`src/rtl/core/stcd_pkg.sv`:
```
// Shared types and constants for the spike threshold crossing detector.
package stcd_pkg;

   localparam int SAMPLE_WIDTH    = 16;
   localparam int LIMIT_WIDTH     = 17;
   localparam int RSP_INDEX_WIDTH = 32;
   localparam int INDEX_WIDTH_MAX = 64;
   localparam int CSR_INDEX_WIDTH = 2;
   localparam int CSR_DATA_WIDTH  = 17;

   // Register indexes on the configuration port.
   localparam logic [CSR_INDEX_WIDTH-1:0] REG_THRESHOLD   = 2'd0;
   localparam logic [CSR_INDEX_WIDTH-1:0] REG_UPPER_LIMIT = 2'd1;

   // Reset values of the configuration registers.
   localparam logic signed [SAMPLE_WIDTH-1:0] THRESHOLD_RESET   = -16'sd16384;
   localparam logic signed [LIMIT_WIDTH-1:0]  UPPER_LIMIT_RESET = 17'sd32768;

   // An upper limit at or above this level turns the amplitude reject off.
   localparam logic signed [LIMIT_WIDTH-1:0]  LIMIT_DISABLE = 17'sd32767;

   typedef struct packed {
      logic signed [SAMPLE_WIDTH-1:0] sample;
      logic                           last;
   } stcd_item_type;

   typedef struct packed {
      logic                       hit;
      logic [RSP_INDEX_WIDTH-1:0] index;
   } stcd_result_type;

endpackage

```
`src/rtl/core/stcd_detect.sv`:
```
// Crossing detection state machine: arming, candidate tracking and sample counting.
module stcd_detect
   import stcd_pkg::*;
#(
   parameter int INDEX_WIDTH = 32
) (
   input  logic                           clock,
   input  logic                           reset,
   input  logic                           advance,
   input  stcd_item_type                  item,
   input  logic signed [SAMPLE_WIDTH-1:0] threshold,
   input  logic signed [LIMIT_WIDTH-1:0]  upper_limit,
   output stcd_result_type                result
);

   logic                   armed_ff, armed_in;
   logic                   pending_ff, pending_in;
   logic [INDEX_WIDTH-1:0] pending_index_ff, pending_index_in;
   logic [INDEX_WIDTH-1:0] counter_ff, counter_in;

   logic signed [LIMIT_WIDTH-1:0] sample_ext;
   logic                          below;
   logic                          above;
   logic                          over_limit;
   logic                          limit_off;
   logic                          fire;
   logic                          reject;
   logic                          accept_pending;
   logic                          accept_now;
   logic                          new_pending;
   logic [INDEX_WIDTH-1:0]        sel_index;
   logic [INDEX_WIDTH_MAX-1:0]    sel_wide;

   always_comb begin
      sample_ext     = LIMIT_WIDTH'(item.sample);
      below          = item.sample < threshold;
      above          = item.sample > threshold;
      over_limit     = sample_ext > upper_limit;
      limit_off      = upper_limit >= LIMIT_DISABLE;
      fire           = above && armed_ff;
      reject         = pending_ff && over_limit;
      accept_pending = pending_ff && !over_limit && below;
      accept_now     = fire && limit_off;
      new_pending    = fire && !limit_off && !over_limit;

      sel_index    = accept_pending ? pending_index_ff : counter_ff;
      sel_wide     = INDEX_WIDTH_MAX'(sel_index);
      result.hit   = accept_pending || accept_now;
      result.index = sel_wide[RSP_INDEX_WIDTH-1:0];

      armed_in         = below ? 1'b1 : (fire ? 1'b0 : armed_ff);
      pending_in       = new_pending || (pending_ff && !reject && !accept_pending);
      pending_index_in = new_pending ? counter_ff : pending_index_ff;
      counter_in       = (&counter_ff) ? counter_ff
                         : counter_ff + {{(INDEX_WIDTH-1){1'b0}}, 1'b1};

      if (item.last) begin
         armed_in         = 1'b0;
         pending_in       = 1'b0;
         pending_index_in = '0;
         counter_in       = '0;
      end
   end

   always_ff @(posedge clock) begin
      if (reset) begin
         armed_ff         <= 1'b0;
         pending_ff       <= 1'b0;
         pending_index_ff <= '0;
         counter_ff       <= '0;
      end else if (advance) begin
         armed_ff         <= armed_in;
         pending_ff       <= pending_in;
         pending_index_ff <= pending_index_in;
         counter_ff       <= counter_in;
      end
   end

endmodule

```
`src/rtl/core/stcd_out_stage.sv`:
```
// Result register that holds one crossing index until the receiver takes it.
module stcd_out_stage
   import stcd_pkg::*;
(
   input  logic                       clock,
   input  logic                       reset,
   input  logic                       load,
   input  logic [RSP_INDEX_WIDTH-1:0] load_index,
   output logic                       free,
   output logic                       rsp_valid,
   input  logic                       rsp_ready,
   output logic [RSP_INDEX_WIDTH-1:0] rsp_crossing_index
);

   logic                       valid_ff, valid_in;
   logic [RSP_INDEX_WIDTH-1:0] index_ff;

   always_comb begin
      free     = !valid_ff || rsp_ready;
      valid_in = load ? 1'b1 : (rsp_ready ? 1'b0 : valid_ff);
   end

   always_ff @(posedge clock) begin
      if (reset) begin
         valid_ff <= 1'b0;
      end else begin
         valid_ff <= valid_in;
      end
   end

   always_ff @(posedge clock) begin
      if (load) begin
         index_ff <= load_index;
      end
   end

   assign rsp_valid          = valid_ff;
   assign rsp_crossing_index = index_ff;

endmodule

```
`src/rtl/core/spike_threshold_crossing_detector.sv`:
```
// Top level of the spike threshold crossing detector.
//
// Samples arrive on the req_ channel (req_sample, req_last) with a valid/ready
// handshake; each transfer moves one signed sample. Accepted upward crossings
// leave on the rsp_ channel as rsp_crossing_index, the sample's index within
// its record. A sample marked by req_last ends the record: any candidate still
// waiting is dropped and the index counter starts again at zero.
//
// A transfer is first captured in an input register. In the following cycle
// the comparisons and flag updates run on it, and any crossing is written to
// the result register once it is free; rsp_valid is driven by that register.
// One sample is taken in every cycle while no crossing waits for a busy result
// register; that single register decides whether the input register may empty.
//
// When the receiver stalls with a result waiting, samples that produce no crossing
// keep flowing; the first sample that would produce a crossing waits in the input
// register until the result register is free, and req_ready then stays low. Reset
// (synchronous, active high) clears the detector state and both valid flags and
// loads the threshold and upper limit with their reset levels. The configuration
// registers are written via csr_write_enable, csr_index and csr_write_data by the
// user only while the block is idle (not enforced); other indexes are ignored.
module spike_threshold_crossing_detector
   import stcd_pkg::*;
#(
   parameter int INDEX_WIDTH = 32
) (
   input  logic                           clock,
   input  logic                           reset,

   input  logic                           req_valid,
   output logic                           req_ready,
   input  logic signed [SAMPLE_WIDTH-1:0] req_sample,
   input  logic                           req_last,

   output logic                           rsp_valid,
   input  logic                           rsp_ready,
   output logic [RSP_INDEX_WIDTH-1:0]     rsp_crossing_index,

   input  logic                           csr_write_enable,
   input  logic [CSR_INDEX_WIDTH-1:0]     csr_index,
   input  logic [CSR_DATA_WIDTH-1:0]      csr_write_data
);

   // Configuration registers.
   logic signed [SAMPLE_WIDTH-1:0] threshold_ff;
   logic signed [LIMIT_WIDTH-1:0]  upper_limit_ff;

   always_ff @(posedge clock) begin
      if (reset) begin
         threshold_ff   <= THRESHOLD_RESET;
         upper_limit_ff <= UPPER_LIMIT_RESET;
      end else if (csr_write_enable) begin
         case (csr_index)
            REG_THRESHOLD: begin
               threshold_ff <= csr_write_data[SAMPLE_WIDTH-1:0];
            end
            REG_UPPER_LIMIT: begin
               upper_limit_ff <= csr_write_data[LIMIT_WIDTH-1:0];
            end
            default: begin
            end
         endcase
      end
   end

   // Input register.
   logic            in_valid_ff, in_valid_in;
   stcd_item_type   item_ff;
   stcd_result_type result;
   logic            out_free;
   logic            advance;
   logic            take;

   // The held sample moves on unless it produces a crossing and the result
   // register is still occupied.
   always_comb begin
      advance     = in_valid_ff && (!result.hit || out_free);
      req_ready   = !in_valid_ff || advance;
      take        = req_valid && req_ready;
      in_valid_in = take ? 1'b1 : (advance ? 1'b0 : in_valid_ff);
   end

   always_ff @(posedge clock) begin
      if (reset) begin
         in_valid_ff <= 1'b0;
      end else begin
         in_valid_ff <= in_valid_in;
      end
   end

   always_ff @(posedge clock) begin
      if (take) begin
         item_ff.sample <= req_sample;
         item_ff.last   <= req_last;
      end
   end

   stcd_detect #(
      .INDEX_WIDTH (INDEX_WIDTH)
   ) u_detect (
      .clock       (clock),
      .reset       (reset),
      .advance     (advance),
      .item        (item_ff),
      .threshold   (threshold_ff),
      .upper_limit (upper_limit_ff),
      .result      (result)
   );

   stcd_out_stage u_out_stage (
      .clock              (clock),
      .reset              (reset),
      .load               (advance && result.hit),
      .load_index         (result.index),
      .free               (out_free),
      .rsp_valid          (rsp_valid),
      .rsp_ready          (rsp_ready),
      .rsp_crossing_index (rsp_crossing_index)
   );

endmodule

```
`config.mk`:
```
export PLATFORM = sky130hd
export DESIGN_NAME = spike_threshold_crossing_detector
export DESIGN_NICKNAME = d
export VERILOG_FILES = /design/src/rtl/core/stcd_pkg.sv /design/src/rtl/core/stcd_detect.sv /design/src/rtl/core/stcd_out_stage.sv /design/src/rtl/core/spike_threshold_crossing_detector.sv
export SDC_FILE = /design/constraint.sdc
export NUM_CORES = 1
export LEC_CHECK = 0
export BUFFER_PORTS_ARGS = -buffer_cell sky130_fd_sc_hd__buf_2
export CAP_MARGIN = 10
export CORE_UTILIZATION = 55
export CTS_CLUSTER_DIAMETER = 30
export DETAILED_ROUTE_END_ITERATION = 12
export PLACE_DENSITY = 0.75
export SYNTH_ARGS = -nofsm -noshare
export SYNTH_HDL_FRONTEND = slang
export SYNTH_SLANG_ARGS = --single-unit
```
`constraint.sdc`:
```
create_clock -name clock -period 5.4 [get_ports clock]
set_input_delay 1.08 -clock clock [delete_from_list [all_inputs] [get_ports clock]]
set_output_delay 1.08 -clock clock [all_outputs]
set_load 0.1 [all_outputs]
```
## Word level (Yosys, flattened, before mapping)

Cells that the tools add are included.

- Add/sub/neg operators: 1
- Magnitude comparators: 4
- Equal/unequal tests: 2
- Mux-type cells: 13
- Reduce and logical (&&, ||, !) cells: 35

Operator list:

| cell | count |
|---|---|
| 2-to-1 mux 32 bit | 5 |
| adder 32 x 1 -> 32 bit (second input constant) | 1 |
| AND reduction 32 bit | 1 |
| greater-or-equal comparator 17 x 16 -> 1 bit (second input constant) | 1 |
| > comparator 16 x 17 -> 1 bit | 1 |
| > comparator 16 bit | 1 |
| less-than comparator 16 bit | 1 |
| logical AND 1 bit | 12 |
| AND reduction 2 bit | 5 |
| 2-to-1 mux 1 bit | 8 |
| logical NOT 1 bit | 7 |
| nonzero test 2 bit | 3 |
| logical OR 1 bit | 5 |
| nonzero test 3 bit | 1 |
| equality test 2 x 1 -> 1 bit (second input constant) | 1 |
| logical NOT 2 bit | 1 |
| inequality test 2 bit (second input constant) | 1 |

- Flip-flop bits (word level): 150

## Depth between registers and ports, before layout

- Depth after elaboration: 11
- Gate-level depth with buffers: 12
- Mapped depth without buffers: 10

## Hierarchy

A second synthesis with hierarchy kept.

- Cells, all modules: 623
- Area, all modules: 6896.6 um2

By module, submodules not included:

| module | times used | cells each | area each (um2) | sequential area each (um2) |
|---|---|---|---|---|
| stcd_detect | 1 | 432 | 3921.3 | 1321.3 |
| spike_threshold_crossing_detector | 1 | 155 | 1968.1 | 1191.1 |
| stcd_out_stage | 1 | 36 | 1007.2 | 980.9 |

## Worst setup path after synthesis

Ideal clock, no wire load.

- Kind: register to register
- Start point: reg item_ff[16] (netlist name)
- End point: reg u_out_stage.index_ff[0], in the netlist u_out_stage.rsp_crossing_index[0] (enable)
- Arrival time: 3.481 ns
- Required time: 4.979 ns
- Slack: 1.498 ns
- Cell stages (with the launch flop): 8
- Buffers on the path: 0
- Clock period less this slack: 3.902 ns
- Cell sequence: edfxtp_1 ha_1 and4_4 a21o_1 or4_4 a221oi_2 nor2_1 nor2_1

- Word-level cells in the longest chain between the ends: 9

Ends and longest elaborated chain:

| item | line | RTL |
|---|---|---|
| start, declared | spike_threshold_crossing_detector.sv:68 | `stcd_item_type item_ff;` |
| > comparator 16 x 17 -> 1 bit | stcd_detect.sv:38 | `over_limit = sample_ext > upper_limit;` |
| logical NOT 1 bit | stcd_detect.sv:42 | `accept_pending = pending_ff && !over_limit && below;` |
| logical AND 1 bit (2 in series) | stcd_detect.sv:42 |  |
| logical OR 1 bit * | stcd_detect.sv:48 | `result.hit = accept_pending \|\| accept_now;` |
| logical NOT 1 bit | spike_threshold_crossing_detector.sv:77 | `advance = in_valid_ff && (!result.hit \|\| out_free);` |
| logical OR 1 bit | spike_threshold_crossing_detector.sv:77 |  |
| logical AND 1 bit | spike_threshold_crossing_detector.sv:77 |  |
| logical AND 1 bit * | spike_threshold_crossing_detector.sv:113 | `.load (advance && result.hit),` |
| net u_out_stage.load | stcd_out_stage.sv:7 | `input logic load,` |
| end signal, assigned | stcd_out_stage.sv:33 | `index_ff <= load_index;` |
| end, declared | stcd_out_stage.sv:16 | `logic [RSP_INDEX_WIDTH-1:0] index_ff;` |

Mark *: on every way through the listed nets, which the timed path passes. The rest lies on a longest branch.
A chain may end at the register's enable or synchronous reset.

## Final worst setup path

- Start point: reg item_ff[14] (netlist name)
- End point: out req_ready

- Word-level cells in the longest chain between the ends: 9

Ends and longest elaborated chain:

| item | line | RTL |
|---|---|---|
| > comparator 16 x 17 -> 1 bit | stcd_detect.sv:38 |  |
| logical NOT 1 bit | stcd_detect.sv:42 |  |
| logical AND 1 bit (2 in series) | stcd_detect.sv:42 |  |
| logical OR 1 bit * | stcd_detect.sv:48 |  |
| logical NOT 1 bit * | spike_threshold_crossing_detector.sv:77 |  |
| logical OR 1 bit * | spike_threshold_crossing_detector.sv:77 |  |
| logical AND 1 bit * | spike_threshold_crossing_detector.sv:77 |  |
| logical OR 1 bit * | spike_threshold_crossing_detector.sv:78 | `req_ready = !in_valid_ff \|\| advance;` |
| end, declared | spike_threshold_crossing_detector.sv:31 | `output logic req_ready,` |

Mark *: on every way between the ends. The rest lies on a longest branch, timed or not.

==> summary.txt <==
Final layout
  – Nets: roughly 900
  – Fillers: between 900 and 1000
  – Multi-input gate area: roughly 3100 um^2
  – Leading cell type in the layout, fill and taps excluded: nand2_1
  – Storage cell area: about 3500 um^2
  – Finished layout cell area: 8000 um^2
  – N_diodes: 0
  – Fraction of layout instances using a drive strength above 1: 14.8%
  – Area delta synth->final: 15.0%
  – Most frequent cells in the layout: 170 x nand2_1, 101 x dfxtp_1, 76 x a21oi_1, 74 x buf_2, 49 x edfxtp_1

Logic synthesis
  – Simple-gate area share of the yosys netlist: between 20% and 30%
  – Xor and xnor area share after synthesis: 0%
  – Post-synth EDFFs: 49
  – Yosys warning count: 0
  – Sequential area share after synthesis: approximately half
  – Synth Area in Compound Gates: around 17%
  – Gate Count Post-Synth: between 700 and 800
  – Largest family of logic cells by synthesized area: simple AND/OR/NAND/NOR gates
  – Syn Nets: ~820
  – Mux share of post-synthesis cell area: 0%
  – Avg Synthesized Cell Area: around 9.3 um^2
  – Top cell type by total area after synthesis: dfxtp_1
  – Yosys cell types: 59
  – Adder-cell share of the synthesized area: 6.11%
  – Synthesized flop and latch total: 150
  – Post-Synthesis Cell Area: a little under 7000 um^2
  – Top post-synthesis cells by area: dfxtp_1 29%, edfxtp_1 21%, nand2_1 9.2%, ha_1 6.1%, a21oi_1 5.5%
  – Yosys top cell area share: ~29%
  – Async S/R FF share, synth: 0%
  – Top_reg_cell synth: dfxtp_1

Placed design
  – Placed cell areas: ~7400 um^2
  – Detailed placement HPWL: ~11000 um
  – Placer congestion estimate: about 0.87
  – I/O Buffers: 74

Run
  – Max-Cap Viols: 0

Detailed routing
  – Iteration-0 DRC count of the detailed router: about 460
  – Drt wl/cell: 16.3 um
  – DR vias/cell: between 5 and 6
  – Drt pass-1 iters: 5
  – DRC viols: 0
  – Antenna-violating nets left: 0
  – DRT Wirelength: between 15000 and 20000 um
  – Via Count: around 5800

Die
  – Die ar.: between 10000 and 15000 um^2
  – IO Pins: between 70 and 80
  – Die H: between 100 and 150 um
  – Site Rows: 40
  – CORE AREA: roughly 12000 um^2
  – Die Wd: around 110 um
  – Initial Util: 57.2%

Pwr
  – Max IR drop VDD: about 0.00025 V
  – Power Density: between 300 and 400 nW/um^2
  – Leak pwr: just over 0.003 uW

STA
  – Fin crit period: roughly 4.3 ns
  – RSZ-0062 raised after global routing: false
  – Fin crit share: around four fifths
  – Tightest Pin Transition: between 1 and 1.5 ns
  – Final setup viols: 0
  – Fin. max-slew vios: 0
  – Slew HR: 29.3%
  – Final Hold Violating Endpoints: 0
  – F_max: 232 MHz
  – Setup TNS: 0 ns
  – Skew final: about 0.0075 ns

Critical path
  – R2r setup slk: 1.53 ns
  – Crit Path Class: register to output pin
  – Critical Path Sink Type: output pin
  – Startpoint class of the critical path: register
  – Worst Path Arrival: about 3.2 ns
  – CP Max Fanout: 4
  – Worst endpoint required time: between 4 and 5 ns

GRT
  – Initial antenna violation count: 0
  – Largest net degree at the start of global routing: 43
  – Grt ovf: 0
  – Global-route wire length before repair: ~27000 um
  – Gr usage total: between 20% and 30%
  – Vias in the first global route: approximately 5700

Hold path
  – Worst hold path class: register to register

Clocking
  – Post-CTS sizing: 0
  – CTS clk-pin slew, worst paths: roughly 0.060 ns
  – Post-CTS setup buffers: 0
  – Htree depth: 4
  – Clk buf depth: 2
  – # hold bufs at CTS: 0
  – CTS tree: built
  – Sink Count: 150
  – TritonCTS Buffers: 17
  – CTS Root Buffer Type: clkbuf_16
  – Worst-Skew Late Latency: about 0.43 ns

Outcome
  – Outcome: finished, final reports clean
-- power breakdown --
part / internal (uW) / leakage (uW) / switching (uW)
registers: 1180 / 0.00132 / 16.0
clock network: 775 / 0.000294 / 446
logic: 57.8 / 0.00142 / 97.4
-- cells in the mapped netlist, types with 3 or more instances --
cell / count
nand3b_1: 4
a21o_1: 7
o21ai_0: 20
ha_1: 34
edfxtp_1: 49
buf_1: 3
nand4_1: 19
and3_1: 4
nand3_1: 23
or4b_1: 5
clkbuf_1: 20
nor3_1: 8
a21oi_1: 76
buf_2: 11
inv_1: 46
and4_1: 6
or3_1: 7
buf_6: 3
o41ai_1: 9
o211ai_1: 3
or4_1: 12
o31ai_1: 12
nand2_1: 170
dfxtp_1: 101
nor4_1: 6
nor2_1: 10
nor2b_1: 6
and2_1: 3
a22o_1: 32
-- layer usage --
layer,vias to the layer above,share of wire (%),global-route usage (%)
met3,31,4.9,6.46
met5,-,0,0
met1,2786,42,30.9
li1,2821,-,-
met2,166,50,45.2
met4,0,2.5,12.6
-- metrics by stage --
| stage | power, uW | hold WS [ns] | instances | util, % | setup slack (ns) |
|---|---|---|---|---|---|
| floorplan | 1320 | 0.436 | 748 | - | 1.50 |
| global placement | 1370 | 0.445 | 953 | 60.7 | 1.66 |
| detailed placement | 1380 | 0.447 | 953 | 60.7 | 1.56 |
| CTS | 2580 | 0.456 | 985 | 65.7 | 1.10 |
| global route | 2650 | 0.469 | 986 | 65.8 | 0.836 |
| finish | 2580 | 0.455 | 986 | 65.8 | 1.08 |
-- worst max-delay path: stages, from the launching register on --
cell and delay [ns]:
edfxtp_1 0.41, ha_1 0.33, and4_4 0.22, nand4_1 0.14
a21oi_1 0.11, o31ai_1 0.62, a221oi_4 0.15, o21ai_1 0.23
or2_1 0.17, buf_2 0.43
-- cell type report --
class | instances | area share [%]
clock buffer | 20 | 5.58
inverter | 46 | 2.16
tap | 168 | 2.63
clock inverter | 12 | 1.97
multi-input combinational | 512 | 39.0
timing repair buffer | 78 | 5.05
sequential | 150 | 43.7
-- kinds of logic after synthesis --
logic type / count (synthesis)
and+or+nand+nor: 299
AOI/OAI and AO/OA: 179
DFF: 150
buffers and inverters: 86
adders and majority gates: 34
-- sequential cells by signal (all words and copies together), names as in the netlist --
register and flops:
u_detect.counter_ff 32, u_detect.pending_index_ff 32, u_out_stage.rsp_crossing_index 32, item_ff 17, upper_limit_ff 17, threshold_ff 16, in_valid_ff 1, u_detect.armed_ff 1
u_detect.pending_ff 1, u_out_stage.rsp_valid 1
-- final timing paths --
check / start / end / depth (start not counted)
setup / recovery: item_ff[14] / req_ready / 9
hold / removal: threshold_ff[6] / threshold_ff[6] / 2
setup reg to reg: item_ff[14] / u_out_stage.rsp_crossing_index[29] / 9
hold reg to reg: threshold_ff[6] / threshold_ff[6] / 2
No activity file was read; power rests on OpenSTA's default activity.
